===== src/rtl/gate_light_relay_controller_assert.svh =====
// assertion macros for the gate and light relay controller
`ifndef GATE_LIGHT_RELAY_CONTROLLER_ASSERT_SVH
`define GATE_LIGHT_RELAY_CONTROLLER_ASSERT_SVH

// condition holds at every edge out of reset
`define GLRC_ASSERT_ALWAYS(lbl, cond) \
  lbl: assert property (@(posedge clk) disable iff (!rst_n) (cond)) \
    else $error("glrc: invariant violated");

// antecedent at one edge implies consequent at the next
`define GLRC_ASSERT_NEXT(lbl, ante, cons) \
  lbl: assert property (@(posedge clk) disable iff (!rst_n) (ante) |=> (cons)) \
    else $error("glrc: next-cycle check failed");

`endif


===== src/rtl/glrc_pkg.sv =====
`timescale 1ns / 1ps
package glrc_pkg;

  localparam int NUM_RELAYS = 4;
  localparam int CFG_W      = 16;

  typedef enum logic [2:0] {
    MODE_TICK         = 3'd0,
    MODE_GATE_PRESS   = 3'd1,
    MODE_LIGHT_PRESS  = 3'd2,
    MODE_SWITCH       = 3'd3,
    MODE_REMOTE_LIGHT = 3'd4,
    MODE_REMOTE_BYP   = 3'd5
  } mode_t;

  typedef enum logic [2:0] {
    GS_UNKNOWN = 3'd0,
    GS_ERROR   = 3'd1,
    GS_OPEN    = 3'd2,
    GS_CLOSED  = 3'd3,
    GS_STOPPED = 3'd4,
    GS_OPENING = 3'd5,
    GS_CLOSING = 3'd6
  } gate_st_t;

  localparam logic [1:0] CH_BYPASS = 2'd0;
  localparam logic [1:0] CH_STOP   = 2'd1;
  localparam logic [1:0] CH_GATE   = 2'd2;
  localparam logic [1:0] CH_LIGHT  = 2'd3;

  localparam logic CFG_GATE_PULSE   = 1'b0;
  localparam logic CFG_BYPASS_PULSE = 1'b1;

  localparam logic [CFG_W-1:0] GATE_PULSE_RST   = 16'd10;
  localparam logic [CFG_W-1:0] BYPASS_PULSE_RST = 16'd300;

endpackage


===== src/rtl/gate_light_relay_controller.sv =====
`timescale 1ns / 1ps
// channel   dir  handshake             payload
// in_       in   in_tvalid/in_tready   tuser: mode; tdata: down, up, remote value
// out_      out  out_tvalid/out_tready tdata: gate status, light, relay levels
// cfg_      in   cfg_we                cfg_addr selects pulse length register
//
// one request per cycle sustained while the output is not stalled; a taken request
// is held in the input stage, then enters the result register and can leave on the output
// all state updates in one shallow pass between the two registers
// rst_n is synchronous, active low; pulse lengths return to 10 and 300 ticks
// a stalled output holds the input stage; in_tready drops only when both are full
`include "gate_light_relay_controller_assert.svh"
module gate_light_relay_controller
  import glrc_pkg::*;
#(
  parameter int TIMER_BITS = 16
) (
  input  logic             clk,
  input  logic             rst_n,
  input  logic             in_tvalid,
  output logic             in_tready,
  input  logic [7:0]       in_tdata,   // [0] down_switch, [1] up_switch, [2] remote_value
  input  logic [2:0]       in_tuser,   // [2:0] mode
  output logic             out_tvalid,
  input  logic             out_tready,
  output logic [7:0]       out_tdata,  // [2:0] gate_status, [3] light_on, [7:4] relay_levels
  input  logic             cfg_we,
  input  logic             cfg_addr,
  input  logic [CFG_W-1:0] cfg_wdata
);

  localparam int LD_W = (TIMER_BITS > CFG_W) ? TIMER_BITS : CFG_W;
  localparam logic [LD_W-1:0] TIMER_MAX = LD_W'((65'd1 << TIMER_BITS) - 65'd1);

  logic                  s1_valid_r;
  logic [2:0]            s1_mode_r;
  logic                  s1_down_r, s1_up_r, s1_rv_r;
  logic                  out_valid_r;
  logic [7:0]            out_data_r;

  logic [CFG_W-1:0]      gate_pulse_r, bypass_pulse_r;
  gate_st_t              gate_st_r, gate_st_nxt;
  logic                  light_r, light_nxt;
  logic                  bypass_r, bypass_nxt;
  logic [NUM_RELAYS-1:0] relay_r, relay_nxt;
  logic [TIMER_BITS-1:0] timer_r   [NUM_RELAYS];
  logic [TIMER_BITS-1:0] timer_nxt [NUM_RELAYS];
  logic [NUM_RELAYS-1:0] on_req, off_req;
  logic                  adv;

  function automatic logic [TIMER_BITS-1:0] load_val(input logic [CFG_W-1:0] ticks);
    logic [LD_W-1:0] t;
    t = LD_W'(ticks);
    if (t > TIMER_MAX) t = TIMER_MAX;
    return t[TIMER_BITS-1:0];
  endfunction

  assign adv        = s1_valid_r && (!out_valid_r || out_tready);
  assign in_tready  = !s1_valid_r || adv;
  assign out_tvalid = out_valid_r;
  assign out_tdata  = out_data_r;

  always_comb begin
    gate_st_nxt = gate_st_r;
    light_nxt   = light_r;
    bypass_nxt  = bypass_r;
    on_req      = '0;
    off_req     = '0;
    for (int i = 0; i < NUM_RELAYS; i++) begin
      timer_nxt[i] = timer_r[i];
    end
    case (s1_mode_r)
      MODE_TICK: begin
        for (int i = 0; i < NUM_RELAYS; i++) begin
          if (timer_r[i] != '0) begin
            timer_nxt[i] = timer_r[i] - TIMER_BITS'(1);
            if (timer_r[i] == TIMER_BITS'(1)) off_req[i] = 1'b1;
          end
        end
      end
      MODE_GATE_PRESS: begin
        on_req[CH_GATE]    = 1'b1;
        timer_nxt[CH_GATE] = load_val(gate_pulse_r);
        if (!bypass_r) begin
          on_req[CH_BYPASS]    = 1'b1;
          timer_nxt[CH_BYPASS] = load_val(bypass_pulse_r);
        end
        case (gate_st_r)
          GS_OPENING: gate_st_nxt = GS_STOPPED;
          GS_STOPPED: gate_st_nxt = GS_CLOSING;
          GS_CLOSING: gate_st_nxt = GS_OPENING;
          default:    gate_st_nxt = gate_st_r;
        endcase
      end
      MODE_LIGHT_PRESS: begin
        light_nxt         = !light_r;
        on_req[CH_LIGHT]  = !light_r;
        off_req[CH_LIGHT] = light_r;
      end
      MODE_SWITCH: begin
        if (s1_down_r && s1_up_r) begin
          gate_st_nxt = GS_ERROR;
        end else if (!s1_down_r && !s1_up_r) begin
          if (gate_st_r == GS_CLOSED) begin
            light_nxt        = 1'b1;
            on_req[CH_LIGHT] = 1'b1;
            gate_st_nxt      = GS_OPENING;
          end else if (gate_st_r == GS_OPEN) begin
            light_nxt         = 1'b0;
            off_req[CH_LIGHT] = 1'b1;
            gate_st_nxt       = GS_CLOSING;
          end
        end else if (s1_up_r) begin
          light_nxt        = 1'b1;
          on_req[CH_LIGHT] = 1'b1;
          gate_st_nxt      = GS_OPEN;
        end else begin
          light_nxt         = 1'b0;
          off_req[CH_LIGHT] = 1'b1;
          gate_st_nxt       = GS_CLOSED;
        end
      end
      MODE_REMOTE_LIGHT: begin
        light_nxt         = s1_rv_r;
        on_req[CH_LIGHT]  = s1_rv_r;
        off_req[CH_LIGHT] = !s1_rv_r;
      end
      MODE_REMOTE_BYP: begin
        bypass_nxt         = s1_rv_r;
        on_req[CH_BYPASS]  = s1_rv_r;
        off_req[CH_BYPASS] = !s1_rv_r;
      end
      default: ;
    endcase
    relay_nxt = (relay_r | on_req) & ~off_req;
  end

  always_ff @(posedge clk) begin
    if (!rst_n) begin
      s1_valid_r     <= 1'b0;
      out_valid_r    <= 1'b0;
      gate_pulse_r   <= GATE_PULSE_RST;
      bypass_pulse_r <= BYPASS_PULSE_RST;
      gate_st_r      <= GS_UNKNOWN;
      light_r        <= 1'b0;
      bypass_r       <= 1'b0;
      relay_r        <= '0;
      for (int i = 0; i < NUM_RELAYS; i++) begin
        timer_r[i] <= '0;
      end
    end else begin
      if (cfg_we) begin
        if (cfg_addr == CFG_GATE_PULSE) gate_pulse_r <= cfg_wdata;
        else bypass_pulse_r <= cfg_wdata;
      end
      if (in_tready) s1_valid_r <= in_tvalid;
      if (adv) begin
        out_valid_r <= 1'b1;
        gate_st_r   <= gate_st_nxt;
        light_r     <= light_nxt;
        bypass_r    <= bypass_nxt;
        relay_r     <= relay_nxt;
        for (int i = 0; i < NUM_RELAYS; i++) begin
          timer_r[i] <= timer_nxt[i];
        end
      end else if (out_tready) begin
        out_valid_r <= 1'b0;
      end
    end
  end

  always_ff @(posedge clk) begin
    if (in_tvalid && in_tready) begin
      s1_mode_r <= in_tuser;
      s1_down_r <= in_tdata[0];
      s1_up_r   <= in_tdata[1];
      s1_rv_r   <= in_tdata[2];
    end
    if (adv) begin
      out_data_r <= {relay_nxt, light_nxt, gate_st_nxt};
    end
  end

  // stop relay and its timer are never driven
  `GLRC_ASSERT_ALWAYS(a_stop_idle, relay_r[CH_STOP] == 1'b0 && timer_r[CH_STOP] == '0)
  // light relay tracks the light flag
  `GLRC_ASSERT_ALWAYS(a_light_sync, relay_r[CH_LIGHT] == light_r)
  // a gate press with bypass off pulls in the bypass relay
  `GLRC_ASSERT_NEXT(a_byp_pulse, adv && s1_mode_r == MODE_GATE_PRESS && !bypass_r,
                    relay_r[CH_BYPASS] && relay_r[CH_GATE])

endmodule

===== config.mk =====
export PLATFORM = sky130hd
export DESIGN_NAME = gate_light_relay_controller
export DESIGN_NICKNAME = d
export VERILOG_FILES = /design/src/rtl/glrc_pkg.sv /design/src/rtl/gate_light_relay_controller.sv
export VERILOG_INCLUDE_DIRS = /design/src /design/src/rtl
export SDC_FILE = /design/constraint.sdc
export NUM_CORES = 1
export LEC_CHECK = 0
export ABC_CLOCK_PERIOD_IN_PS = 8100
export CORE_MARGIN = 2
export CORE_UTILIZATION = 65
export CTS_CLUSTER_SIZE = 40
export DETAILED_ROUTE_END_ITERATION = 10
export DONT_BUFFER_PORTS = 1
export GPL_TIMING_DRIVEN = 1
export PLACE_DENSITY = 0.89
export REMOVE_ABC_BUFFERS = 1
export SLEW_MARGIN = 20
export SYNTH_ARGS = -nofsm -noshare
export SYNTH_HDL_FRONTEND = slang
export SYNTH_SLANG_ARGS = --single-unit

===== constraint.sdc =====
create_clock -name clk -period 8.1 [get_ports clk]
set_clock_uncertainty 0.2 [all_clocks]
set_input_delay 0.81 -clock clk [delete_from_list [all_inputs] [get_ports clk]]
set_output_delay 0.81 -clock clk [all_outputs]
set_load 0.01 [all_outputs]

==> qor.log, run 1 <==
[clock_tree] Clock Path Buffers 2
[outcome] run status completed
[synthesis] dominant register cell in the synthesized netlist sky130_fd_sc_hd__edfxtp_1
[grt] largest net degree at the start of global routing 66
[hold_path] HP Start rst_n
[sta] sum of negative setup slack 0 ps
[sta] RSZ-0062 raised after global routing false
[clock_tree] Post-CTS Setup Repair Bufs 0
[synthesis] count of distinct cell types in the synthesized netlist 50
[floorplanning] Rows 34
[floorplanning] Initial Utilization 0.6759
[setup_path] setup slack, reg-to-reg 4750 ps
[setup_path] start-to-end type of the worst setup path reg -> reg
[final_layout] final antenna diode count 0
[power_and_ir_drop] leakage power 2.273 nW
[setup_path] reg-to-reg critical path startpoint out_tvalid$_SDFFE_PN0P_
[hold_path] Worst Hold Class in -> reg
[synthesis] proportion of synthesized flip-flops having asynchronous set or reset 0
[synthesis] part of the Yosys area used for sequential elements 0.5408
[synthesis] syn_area_per_cell 9.663 um^2
[setup_path] capturing instance or port of the critical path timer_r[1][13]$_SDFFCE_PN0P_
[clock_tree] clock tree from TritonCTS built
[clock_tree] Clock Pin Slew Worst Setup and Hold Paths 60 ps
[drt] average via count per standard cell 6.276
[sta] pin slew with the least headroom to its limit 1019 ps
[drt] overall via count from detail_route 4569
[synthesis] number of flops mapped to enable cells by yosys 78
[grt] overall overflow remaining after global route 0
[clock_tree] Num CTS Buffers 17
[drt] total detailed-routing wirelength 13110 um
[floorplanning] die height 99.46 um
[setup_path] Critical Path RT 8170 ps
[placed_design] routability cong. 0.8901
[clock_tree] clock net sink count 121
[setup_path] element type at the critical path start flop
[synthesis] Synth Cell Area 5923 um^2
[floorplanning] I/O pin total 43
[synthesis] cell taking the most area after synthesis sky130_fd_sc_hd__edfxtp_1
[sta] Final Hold Viols 0
[setup_path] CP Launch Point out_tvalid$_SDFFE_PN0P_
[clock_tree] hold buffer count at cts 0
[placed_design] placed wire-length estimate after detailed placement 8024 um
[setup_path] Reg-to-Reg End timer_r[1][13]$_SDFFCE_PN0P_
[final_layout] Nets 651
[clock_tree] clock insertion delay at the later pin of the skew report 530 ps
[sta] portion of the clock cycle consumed by the worst path in the final layout 0.4137
[hold_path] Worst Hold Path Cells 1
[sta] fin. max-slew vios 0
[final_layout] Layout Cell Area excl Fill 6586 um^2
[placed_design] Placed Instance Area 5984 um^2
[drt] Antenna Nets Post-Route 0
[drt] mean routed wirelength per cell 18.01 um
[floorplanning] Die ar. 9892 um^2
[placed_design] quantity of I/O buffers inserted on ports 0
[synthesis] top cell type's share of synthesized area 0.3954
[setup_path] type of destination of the critical path flop
[floorplanning] floorplan core area 8763 um^2
[sta] total setup violations reported at the end of the flow 0
[clock_tree] number of cells upsized or downsized after cts 0
[placed_design] Setup WS pre-CTS 4412 ps
[setup_path] Critical Path Fanout Max 26
[power_and_ir_drop] peak supply drop 181.0 uV
[synthesis] top cells by area, synth sky130_fd_sc_hd__edfxtp_1, sky130_fd_sc_hd__dfxtp_1, sky130_fd_sc_hd__nand2_1
[clock_tree] number of H-tree branching levels 4
[setup_path] R2R cell count 6
[job] count of max-cap constraint violations 0
[setup_path] Critical Path AT 3420 ps
[power_and_ir_drop] Total Power Consumption 1.597 mW
[drt] violation count after the first detailed-routing iteration 439
[power_and_ir_drop] Power Dens Cells 242.5 nW/um^2
[sta] top achievable clock speed 298.4 MHz
[drt] DRC viols 0
[grt] global-route wire length before repair 21600 um
[sta] Relative slew margins 0.3188
[final_layout] fraction of layout instances using a drive strength above 1 0.06452
[sta] Worst Setup Slack, final 4749 ps
[clock_tree] CTS root buf sky130_fd_sc_hd__clkbuf_8
[grt] number of antenna violations at the first check in global routing 0
[synthesis] synthesized instance count 613
[final_layout] Final Util 0.7516
[floorplanning] width of the die 99.46 um
[grt] number of global-route vias before repair 4572
[synthesis] flip-flop and latch count after synthesis 121
[sta] post-route minimum period 3351 ps
[grt] GRT Overall Usage 0.2790
[synthesis] number of warning messages in the yosys log 0
[final_layout] area growth from synthesis to layout 11.20%
[drt] first-pass iteration count of the detailed router 5
==> placed cells by master, fill, tap and decap left out, types with 5 or more instances in the layout <==
| cell | n |
|---|---|
| sky130_fd_sc_hd__a211oi_1 | 15 |
| sky130_fd_sc_hd__a21oi_1 | 55 |
| sky130_fd_sc_hd__buf_4 | 5 |
| sky130_fd_sc_hd__clkbuf_16 | 16 |
| sky130_fd_sc_hd__dfxtp_1 | 43 |
| sky130_fd_sc_hd__edfxtp_1 | 78 |
| sky130_fd_sc_hd__ha_1 | 11 |
| sky130_fd_sc_hd__inv_1 | 14 |
| sky130_fd_sc_hd__nand2_1 | 91 |
| sky130_fd_sc_hd__nand2b_1 | 10 |
| sky130_fd_sc_hd__nand3_1 | 13 |
| sky130_fd_sc_hd__nor2_1 | 80 |
| sky130_fd_sc_hd__nor3_1 | 15 |
| sky130_fd_sc_hd__nor3b_1 | 5 |
| sky130_fd_sc_hd__nor4_1 | 9 |
| sky130_fd_sc_hd__o21ai_0 | 23 |
| sky130_fd_sc_hd__or3_1 | 6 |
| sky130_fd_sc_hd__or4_1 | 10 |
| sky130_fd_sc_hd__xnor2_1 | 32 |
| sky130_fd_sc_hd__xor2_1 | 18 |
==> worst min-delay path by stage <==
| stage | to | slack, ps |
|---|---|---|
| after floorplan | relay_r[1]$_SDFFE_PN0P_ | 210 |
| after global placement | relay_r[1]$_SDFFE_PN0P_ | 210 |
| after detailed placement | relay_r[1]$_SDFFE_PN0P_ | 230 |
| after CTS | bypass_pulse_r[8]$_SDFFE_PN1P_ | 160 |
| after global routing | bypass_pulse_r[8]$_SDFFE_PN1P_ | 160 |
| final | bypass_pulse_r[8]$_SDFFE_PN1P_ | 170 |
==> cells by family (layout without fill, tap and decap cells) <==
| kind of cell | count (synthesis) | count (layout) | share of synthesized area |
|---|---|---|---|
| compound gates | 122 | 122 | 0.1234 |
| xor+xnor | 50 | 50 | 0.07393 |
| fa+ha+maj | 11 | 11 | 0.02324 |
| buf+inv | 45 | 52 | 0.02873 |
| flops | 121 | 121 | 0.5408 |
| mux | 1 | 1 | 0.001690 |
| simple gates | 263 | 263 | 0.2083 |
==> routing by layer <==
layer / track usage / wire length (um) / vias up / share of wire
li1: - / - / 2158 / -
met1: 0.3365 / 5164 / 2146 / 0.39
met2: 0.4683 / 6522 / 222 / 0.50
met3: 0.07871 / 1046 / 43 / 0.080
met4: 0.1243 / 376 / 0 / 0.029
met5: 0 / 0 / - / 0
==> cell type report <==
cell class	instances	area, um^2
clock buffers	22	442.9
clock inverters	10	151.4
fillers	527	2177
inverters	15	56.30
multi-input cells	447	2560
flip-flops and latches	121	3203
well taps	108	135.1
repair buffers	5	37.54
==> power by group <==
part | internal (mW) | total (mW) | switching (mW)
Clock | 0.504 | 0.763 | 0.259
Sequential | 0.693 | 0.723 | 0.0306
Combinational | 0.0405 | 0.111 | 0.0700
==> stage by stage <==
step                hold WS [ps]  std cells
floorplan                  208.2        583
finish                     169.7        728
detailed placement         233.2        696
global route               162.7        728
CTS                        162.5        728
global placement           213.4        696
==> synth_stat cells (2+ instances only) <==
master and instances:
sky130_fd_sc_hd__a211oi_1 15, sky130_fd_sc_hd__a21boi_0 2, sky130_fd_sc_hd__a21oi_1 55, sky130_fd_sc_hd__a311oi_1 3, sky130_fd_sc_hd__a31oi_1 2, sky130_fd_sc_hd__and2_1 4, sky130_fd_sc_hd__buf_1 5, sky130_fd_sc_hd__clkbuf_1 24
sky130_fd_sc_hd__dfxtp_1 43, sky130_fd_sc_hd__edfxtp_1 78, sky130_fd_sc_hd__ha_1 11, sky130_fd_sc_hd__inv_1 15, sky130_fd_sc_hd__nand2_1 92, sky130_fd_sc_hd__nand2b_1 10, sky130_fd_sc_hd__nand3_1 13, sky130_fd_sc_hd__nand3b_1 4
sky130_fd_sc_hd__nor2_1 80, sky130_fd_sc_hd__nor2b_1 5, sky130_fd_sc_hd__nor3_1 15, sky130_fd_sc_hd__nor3b_1 5, sky130_fd_sc_hd__nor4_1 9, sky130_fd_sc_hd__nor4b_1 2, sky130_fd_sc_hd__o211ai_1 2, sky130_fd_sc_hd__o21ai_0 27
sky130_fd_sc_hd__o31ai_1 4, sky130_fd_sc_hd__or3_1 6, sky130_fd_sc_hd__or4_1 10, sky130_fd_sc_hd__or4_4 2, sky130_fd_sc_hd__xnor2_1 32, sky130_fd_sc_hd__xor2_1 18
==> worst max-delay path, cell delays in order (launching register included) <==
cell                       delay [ps]
sky130_fd_sc_hd__dfxtp_1          370
sky130_fd_sc_hd__nor2b_1          260
sky130_fd_sc_hd__nand2b_1         450
sky130_fd_sc_hd__inv_1            430
sky130_fd_sc_hd__nand2_1          880
sky130_fd_sc_hd__buf_4            410
sky130_fd_sc_hd__nor2_1            90
==> state kept, by name, indices dropped and copies added (netlist names), 3 cells and up <==
signal / cells
bypass_pulse_r: 16
gate_pulse_r: 16
gate_st_r: 3
out_tdata: 8
relay_r: 4
s1_mode_r: 3
timer_r: 64
(Power assumes the default switching activity.)
==> run 2, diff against run 1 <==
- ABC_CLOCK_PERIOD_IN_PS: 8100 -> 2760
- CORE_UTILIZATION: 65 -> 57
- PLACE_DENSITY: 0.89 -> 0.83
- clock period: 8.1 -> 2.76 ns (I/O delays scaled with it)
==> qor.log, run 2 (same netlist as run 1, synthesis figures left out) <==
[power_and_ir_drop] Power Dens Cells 654.2 nW/um^2 [was 242.5 nW/um^2]
[setup_path] Critical Path AT 2650 ps [was 3420 ps]
[floorplanning] floorplan core area 10180 um^2 [was 8763 um^2]
[final_layout] most common library cell in the layout ignoring fill and taps sky130_fd_sc_hd__nand2_1 [unchanged]
[clock_tree] clock net sink count 121 [unchanged]
[clock_tree] clock tree from TritonCTS built [unchanged]
[final_layout] Final Util 0.6887 [was 0.7516]
[final_layout] combined flip-flop and latch cell area 3203 um^2 [unchanged]
[placed_design] Setup WS pre-CTS 245.8 ps [was 4412 ps]
[clock_tree] clock insertion delay at the later pin of the skew report 520 ps [was 530 ps]
[drt] DRC viols 0 [unchanged]
[setup_path] start-to-end type of the worst setup path reg -> reg [unchanged]
[grt] largest net degree at the start of global routing 66 [unchanged]
[grt] overall overflow remaining after global route 0 [unchanged]
[drt] mean routed wirelength per cell 16.45 um [was 18.01 um]
[final_layout] register name with the most flops timer_r [unchanged]
[final_layout] area growth from synthesis to layout 18.42% [was 11.20%]
[sta] pin slew with the least headroom to its limit 998.6 ps [was 1019 ps]
[power_and_ir_drop] Total Power Consumption 4.589 mW [was 1.597 mW]
[sta] portion of the clock cycle consumed by the worst path in the final layout 0.9359 [was 0.4137]
[placed_design] Placed Cells 735 [was 696]
[sta] post-route minimum period 2583 ps [was 3351 ps]
[drt] average via count per standard cell 5.880 [was 6.276]
[grt] global-route wire length before repair 21670 um [was 21600 um]
[clock_tree] hold buffer count at cts 33 [was 0]
[final_layout] number of standard cells in the final layout excluding fillers 800 [was 728]
[final_layout] final antenna diode count 0 [unchanged]
[placed_design] placed wire-length estimate after detailed placement 8334 um [was 8024 um]
[drt] routed wl met3 724 um [was 1046 um]
[sta] total setup violations reported at the end of the flow 0 [unchanged]
[sta] fin. max-slew vios 0 [unchanged]
[sta] sum of negative setup slack 0 ps [unchanged]
[grt] number of global-route vias before repair 4652 [was 4572]
[sta] RSZ-0062 raised after global routing false [unchanged]
[grt] number of antenna violations at the first check in global routing 0 [unchanged]
[drt] first-pass iteration count of the detailed router 5 [unchanged]
[clock_tree] Clock Path Buffers 2 [unchanged]
[final_layout] fraction of layout instances using a drive strength above 1 0.08133 [was 0.06452]
[final_layout] Nets 695 [was 651]
[floorplanning] width of the die 105.9 um [was 99.46 um]
[clock_tree] Num CTS Buffers 17 [unchanged]
[placed_design] quantity of I/O buffers inserted on ports 0 [unchanged]
[floorplanning] Initial Utilization 0.5816 [was 0.6759]
[sta] Hold WS 25.18 ps [was 169.7 ps]
[clock_tree] number of cells upsized or downsized after cts 0 [unchanged]
[grt] GRT Overall Usage 0.2456 [was 0.2790]
[sta] Worst Setup Slack, final 177.0 ps [was 4749 ps]
[clock_tree] Clock Pin Slew Worst Setup and Hold Paths 60 ps [about the same]
[drt] Antenna Nets Post-Route 0 [unchanged]
[setup_path] element type at the critical path start flop [unchanged]
[final_layout] multi-input combinational cell area 2552 um^2 [was 2560 um^2]
[job] count of max-cap constraint violations 0 [unchanged]
[floorplanning] Die ar. 11220 um^2 [was 9892 um^2]
[power_and_ir_drop] leakage power 2.440 nW [was 2.273 nW]
[placed_design] Placed Instance Area 6115 um^2 [was 5984 um^2]
[sta] top achievable clock speed 387.2 MHz [was 298.4 MHz]
[setup_path] Critical Path Fanout Max 13 [was 26]
[final_layout] # fillers 701 [was 527]
[clock_tree] number of H-tree branching levels 4 [unchanged]
[clock_tree] CTS root buf sky130_fd_sc_hd__clkbuf_8 [unchanged]
[floorplanning] I/O pin total 43 [unchanged]
[placed_design] routability cong. 0.8412 [was 0.8901]
[drt] met2 WL post-DR 6678 um [was 6522 um]
[final_layout] Layout Cell Area excl Fill 7014 um^2 [was 6586 um^2]
[drt] violation count after the first detailed-routing iteration 373 [was 439]
[power_and_ir_drop] peak supply drop 476.7 uV [was 181.0 uV]
[drt] wire length on met1 5481 um [was 5164 um]
[drt] overall via count from detail_route 4704 [was 4569]
[outcome] run status completed [unchanged]
[sta] Final Hold Viols 0 [unchanged]
[floorplanning] die height 105.9 um [was 99.46 um]
[sta] Relative slew margins 0.3329 [was 0.3188]
[final_layout] Largest register FFs 64 [unchanged]
[setup_path] type of destination of the critical path flop [unchanged]
[clock_tree] Post-CTS Setup Repair Bufs 0 [unchanged]
[setup_path] Critical Path RT 2830 ps [was 8170 ps]
[floorplanning] Rows 37 [was 34]
[hold_path] Worst Hold Class in -> reg [unchanged]
[final_layout] most used cells in the layout excluding fill and tap cells sky130_fd_sc_hd__nand2_1, sky130_fd_sc_hd__nor2_1, sky130_fd_sc_hd__edfxtp_1, sky130_fd_sc_hd__a21oi_1, sky130_fd_sc_hd__dfxtp_1 [unchanged]
[final_layout] registers with the most flip-flops timer_r: 64 flops, bypass_pulse_r: 16 flops, gate_pulse_r: 16 flops [unchanged]
[drt] total detailed-routing wirelength 13160 um [was 13110 um]
[drt] topmost layer with routed signal wires met4 [unchanged]
==> run 2: cell count changes in the layout (fill, tap and decap cells not counted), moves of 2 or more <==
| cell | before | now |
|---|---|---|
| sky130_fd_sc_hd__clkinv_2 | 4 | 1 |
| sky130_fd_sc_hd__inv_4 | 0 | 3 |
| sky130_fd_sc_hd__dlygate4sd3_1 | 0 | 33 |
| sky130_fd_sc_hd__buf_4 | 5 | 15 |
| sky130_fd_sc_hd__clkbuf_1 | 4 | 1 |
| sky130_fd_sc_hd__clkinv_4 | 0 | 4 |
| sky130_fd_sc_hd__clkinv_1 | 2 | 0 |
| sky130_fd_sc_hd__bufinv_16 | 4 | 1 |
==> run 2: layout make-up <==
cell class / instances / share of cell area
multi-input cells: 447 / 0.3639
clock inverters: 12 / 0.01605
clock buffers: 20 / 0.06511
flip-flops and latches: 121 / 0.4567
well taps: 136 / 0.02426
inverters: 15 / 0.008027
repair buffers: 49 / 0.06600
==> run 2: worst paths after layout <==
check                           slack (ps)                   startpoint  cells past startpoint                     endpoint
worst max-delay path                   180  timer_r[3][9]$_SDFFCE_PN0P_                      6  timer_r[3][7]$_SDFFCE_PN0P_
worst min-delay path                    30                        rst_n                      3  timer_r[3][1]$_SDFFCE_PN0P_
worst min register to register         230      relay_r[1]$_SDFFE_PN0P_                      2      relay_r[1]$_SDFFE_PN0P_
worst max register to register         180  timer_r[3][9]$_SDFFCE_PN0P_                      6  timer_r[3][7]$_SDFFCE_PN0P_
==> run 2: worst max-delay path: stages, from the launching register on <==
cell and delay (ps):
sky130_fd_sc_hd__edfxtp_1 400, sky130_fd_sc_hd__or4_1 630, sky130_fd_sc_hd__nor4b_1 350, sky130_fd_sc_hd__buf_4 180, sky130_fd_sc_hd__and3b_1 160, sky130_fd_sc_hd__o21ai_1 120, sky130_fd_sc_hd__buf_4 280
==> run 2: power by group <==
part	switching, mW	total (mW)	internal [mW]
sequential	0.0875	2.12	2.03
clock	0.812	2.09	1.28
combinational	0.222	0.380	0.159
==> run 2: layer usage <==
layer | vias up | track usage
met4 | 0 | 0.08459
met3 | 28 | 0.06131
met5 | - | 0
met1 | 2250 | 0.3017
met2 | 168 | 0.4235
li1 | 2258 | -
==> run 3, diff against run 2 <==
- ABC_AREA: unset -> 1
- CORE_UTILIZATION: 57 -> 58
- PLACE_DENSITY: 0.83 -> 0.84
==> qor.log, run 3 <==
[final_layout] Largest register FFs 64 [unchanged]
[sta] pin slew with the least headroom to its limit 685.1 ps [was 998.6 ps]
[power_and_ir_drop] peak supply drop 616.5 uV [was 476.7 uV]
[clock_tree] Clock Pin Slew Worst Setup and Hold Paths 60 ps [about the same]
[final_layout] combined flip-flop and latch cell area 3203 um^2 [unchanged]
[power_and_ir_drop] Total Power Consumption 5.082 mW [was 4.589 mW]
[synthesis] number of warning messages in the yosys log 0 [unchanged]
[final_layout] multi-input combinational cell area 2781 um^2 [was 2552 um^2]
[synthesis] top cells by area, synth sky130_fd_sc_hd__edfxtp_1, sky130_fd_sc_hd__dfxtp_1, sky130_fd_sc_hd__nor2_1 [was sky130_fd_sc_hd__edfxtp_1, sky130_fd_sc_hd__dfxtp_1, sky130_fd_sc_hd__nand2_1]
[final_layout] fraction of layout instances using a drive strength above 1 0.07614 [was 0.08133]
[setup_path] Worst path top cell family by delay simple AND/OR/NAND/NOR gates [unchanged]
[synthesis] synthesized instance count 824 [was 613]
[floorplanning] die height 109.6 um [was 105.9 um]
[synthesis] part of the Yosys area used for sequential elements 0.4951 [was 0.5408]
[setup_path] Worst path slowest cell sky130_fd_sc_hd__edfxtp_1 [was sky130_fd_sc_hd__or4_1]
[setup_path] Critical Path RT 2850 ps [was 2830 ps]
[floorplanning] Die ar. 12020 um^2 [was 11220 um^2]
[sta] fin. max-slew vios 0 [unchanged]
[sta] Hold WS 32.64 ps [was 25.18 ps]
[grt] overall overflow remaining after global route 0 [unchanged]
[hold_path] HP Start rst_n [unchanged]
[synthesis] proportion of synthesized flip-flops having asynchronous set or reset 0 [unchanged]
[setup_path] cell-by-cell listing of the critical path nor2_4, nand2_2, buf_4, nor2_1, nor2_1, nand2_1, inv_1 [was or4_1, nor4b_1, buf_4, and3b_1, o21ai_1, buf_4]
[clock_tree] Clock Path Buffers 2 [unchanged]
[synthesis] flip-flop and latch count after synthesis 121 [unchanged]
[floorplanning] Rows 38 [was 37]
[clock_tree] Num CTS Buffers 17 [unchanged]
[synthesis] top cell type's share of synthesized area 0.3620 [was 0.3954]
[clock_tree] clock insertion delay at the later pin of the skew report 530 ps [was 520 ps]
[floorplanning] width of the die 109.6 um [was 105.9 um]
[clock_tree] number of cells upsized or downsized after cts 0 [unchanged]
[drt] overall via count from detail_route 5649 [was 4704]
[setup_path] Critical Path Fanout Max 30 [was 13]
[placed_design] placed wire-length estimate after detailed placement 9687 um [was 8334 um]
[power_and_ir_drop] Power Dens Cells 667.9 nW/um^2 [was 654.2 nW/um^2]
[sta] total setup violations reported at the end of the flow 0 [unchanged]
[drt] first-pass iteration count of the detailed router 8 [was 5]
[floorplanning] floorplan core area 10840 um^2 [was 10180 um^2]
[sta] portion of the clock cycle consumed by the worst path in the final layout 0.7879 [was 0.9359]
[placed_design] quantity of I/O buffers inserted on ports 0 [unchanged]
[grt] GRT Overall Usage 0.2711 [was 0.2456]
[sta] Final Hold Viols 0 [unchanged]
[drt] total detailed-routing wirelength 15380 um [was 13160 um]
[final_layout] registers with the most flip-flops timer_r: 64 flops, bypass_pulse_r: 16 flops, gate_pulse_r: 16 flops [unchanged]
[clock_tree] Post-CTS Setup Repair Bufs 0 [unchanged]
[synthesis] Synth top cells by count sky130_fd_sc_hd__nor2_1, sky130_fd_sc_hd__nand2_1, sky130_fd_sc_hd__inv_1 [was sky130_fd_sc_hd__nand2_1, sky130_fd_sc_hd__nor2_1, sky130_fd_sc_hd__edfxtp_1]
[final_layout] area growth from synthesis to layout 17.62% [was 18.42%]
[sta] sum of negative setup slack 0 ps [unchanged]
[grt] largest net degree at the start of global routing 36 [was 66]
[synthesis] number of flops mapped to enable cells by yosys 78 [unchanged]
[sta] post-route minimum period 2175 ps [was 2583 ps]
[setup_path] type of destination of the critical path flop [unchanged]
[final_layout] register name with the most flops timer_r [unchanged]
[power_and_ir_drop] leakage power 3.176 nW [was 2.440 nW]
[placed_design] routability cong. 0.9017 [was 0.8412]
[clock_tree] CTS root buf sky130_fd_sc_hd__clkbuf_8 [unchanged]
[sta] Relative slew margins 0.5426 [was 0.3329]
[sta] top achievable clock speed 459.9 MHz [was 387.2 MHz]
[sta] Worst Setup Slack, final 585.5 ps [was 177.0 ps]
[floorplanning] Initial Utilization 0.5968 [was 0.5816]
[job] count of max-cap constraint violations 0 [unchanged]
[clock_tree] clock net sink count 121 [unchanged]
[final_layout] Nets 911 [was 695]
[setup_path] Critical Path AT 2260 ps [was 2650 ps]
[drt] mean routed wirelength per cell 15.08 um [was 16.45 um]
[grt] number of global-route vias before repair 5440 [was 4652]
[floorplanning] I/O pin total 43 [unchanged]
[grt] global-route wire length before repair 24900 um [was 21670 um]
[hold_path] Worst Hold Class in -> reg [unchanged]
[setup_path] CP most frequent cell sky130_fd_sc_hd__nor2_1 [was sky130_fd_sc_hd__buf_4]
[synthesis] syn_area_per_cell 7.852 um^2 [was 9.663 um^2]
[setup_path] start-to-end type of the worst setup path reg -> reg [unchanged]
[synthesis] count of distinct cell types in the synthesized netlist 42 [was 50]
[setup_path] element type at the critical path start flop [unchanged]
[final_layout] most common library cell in the layout ignoring fill and taps sky130_fd_sc_hd__nor2_1 [was sky130_fd_sc_hd__nand2_1]
[placed_design] Setup WS pre-CTS 614.1 ps [was 245.8 ps]
[grt] number of antenna violations at the first check in global routing 0 [unchanged]
[final_layout] most used cells in the layout excluding fill and tap cells sky130_fd_sc_hd__nor2_1, sky130_fd_sc_hd__nand2_1, sky130_fd_sc_hd__inv_1, sky130_fd_sc_hd__edfxtp_1, sky130_fd_sc_hd__o21ai_0 [was sky130_fd_sc_hd__nand2_1, sky130_fd_sc_hd__nor2_1, sky130_fd_sc_hd__edfxtp_1, sky130_fd_sc_hd__a21oi_1, sky130_fd_sc_hd__dfxtp_1]
[final_layout] final antenna diode count 0 [unchanged]
[setup_path] Buf/Inv on CP 2 [unchanged]
[synthesis] cell taking the most area after synthesis sky130_fd_sc_hd__edfxtp_1 [unchanged]
[synthesis] count leader, synth sky130_fd_sc_hd__nor2_1 [was sky130_fd_sc_hd__nand2_1]
[setup_path] reg-to-reg critical path startpoint s1_mode_r[2]$_DFFE_PP_ [was timer_r[3][9]$_SDFFCE_PN0P_]
[synthesis] dominant register cell in the synthesized netlist sky130_fd_sc_hd__edfxtp_1 [unchanged]
[setup_path] CP Launch Point s1_mode_r[2]$_DFFE_PP_ [was timer_r[3][9]$_SDFFCE_PN0P_]
[drt] Antenna Nets Post-Route 0 [unchanged]
[clock_tree] clock tree from TritonCTS built [unchanged]
[drt] DRC viols 0 [unchanged]
[clock_tree] number of H-tree branching levels 4 [unchanged]
[final_layout] Final Util 0.7020 [was 0.6887]
[drt] average via count per standard cell 5.538 [was 5.880]
[outcome] run status completed [unchanged]
[drt] violation count after the first detailed-routing iteration 413 [was 373]
[final_layout] # fillers 777 [was 701]
[setup_path] crit-path max cell delay 550 ps [was 630 ps]
[sta] RSZ-0062 raised after global routing false [unchanged]
[synthesis] Synth Cell Area 6470 um^2 [was 5923 um^2]
## run 3: routing by layer
layer	vias up	track usage	share of wire
met5	-	0	0
met4	0	0.1311	0.030
met3	36	0.06817	0.062
met2	196	0.4590	0.50
met1	2615	0.3215	0.41
li1	2802	-	-
## run 3: worst paths after layout
| path | endpoint | slack (ps) | cells after the start |
|---|---|---|---|
| worst min-delay path | bypass_pulse_r[2]$_SDFFE_PN1P_ | 30 | 2 |
| worst max-delay path | timer_r[2][15]$_SDFFCE_PN0P_ | 590 | 7 |
| worst min register to register | relay_r[1]$_SDFFE_PN0P_ | 230 | 2 |
| worst max register to register | timer_r[2][15]$_SDFFCE_PN0P_ | 590 | 7 |
## run 3: power breakdown
group | leakage, nW | switching [mW] | internal, mW | total, mW
registers | 1.13 | 0.0899 | 2.05 | 2.14
logic | 1.71 | 0.302 | 0.162 | 0.464
clock network | 0.331 | 0.808 | 1.67 | 2.48
total | 3.18 | 1.20 | 3.88 | 5.08
## run 3: worst reg2reg max path, cell delays in order (launching register included)
cell	delay, ps
sky130_fd_sc_hd__edfxtp_1	550
sky130_fd_sc_hd__nor2_4	190
sky130_fd_sc_hd__nand2_2	340
sky130_fd_sc_hd__buf_4	360
sky130_fd_sc_hd__nor2_1	120
sky130_fd_sc_hd__nor2_1	60
sky130_fd_sc_hd__nand2_1	90
sky130_fd_sc_hd__inv_1	30
## run 3: per-stage QoR
step | instance area (um^2) | cells
after floorplan | 6317 | 801
after global routing | 7610 | 1020
after detailed placement | 6560 | 950
after global placement | 6560 | 950
final | 7610 | 1020
after CTS | 7615 | 1020
## run 3: what timing repair did
action                     CTS  global route
hold buffers                38             0
hold endpoints to repair    61             0
setup endpoints to repair    0             0
## run 3: area by class of cell
class	instances	area share
timing repair buffer	47	0.05820
multi-input combinational	592	0.3655
clock buffer	23	0.06823
inverter	88	0.04374
tap	140	0.02302
sequential	121	0.4209
clock inverter	9	0.02039
## run 3: cells by family (layout without fill, tap and decap cells)
| group | count (synthesis) | in the layout | share of synthesized area |
|---|---|---|---|
| AO/OA/AOI/OAI | 145 | 145 | 0.1180 |
| XOR/XNOR | 9 | 9 | 0.01218 |
| adder cells (fa/ha/maj) | 11 | 11 | 0.02127 |
| buffers and inverters | 111 | 167 | 0.07503 |
| flip-flops | 121 | 121 | 0.4951 |
| AND/OR/NAND/NOR | 427 | 427 | 0.2785 |
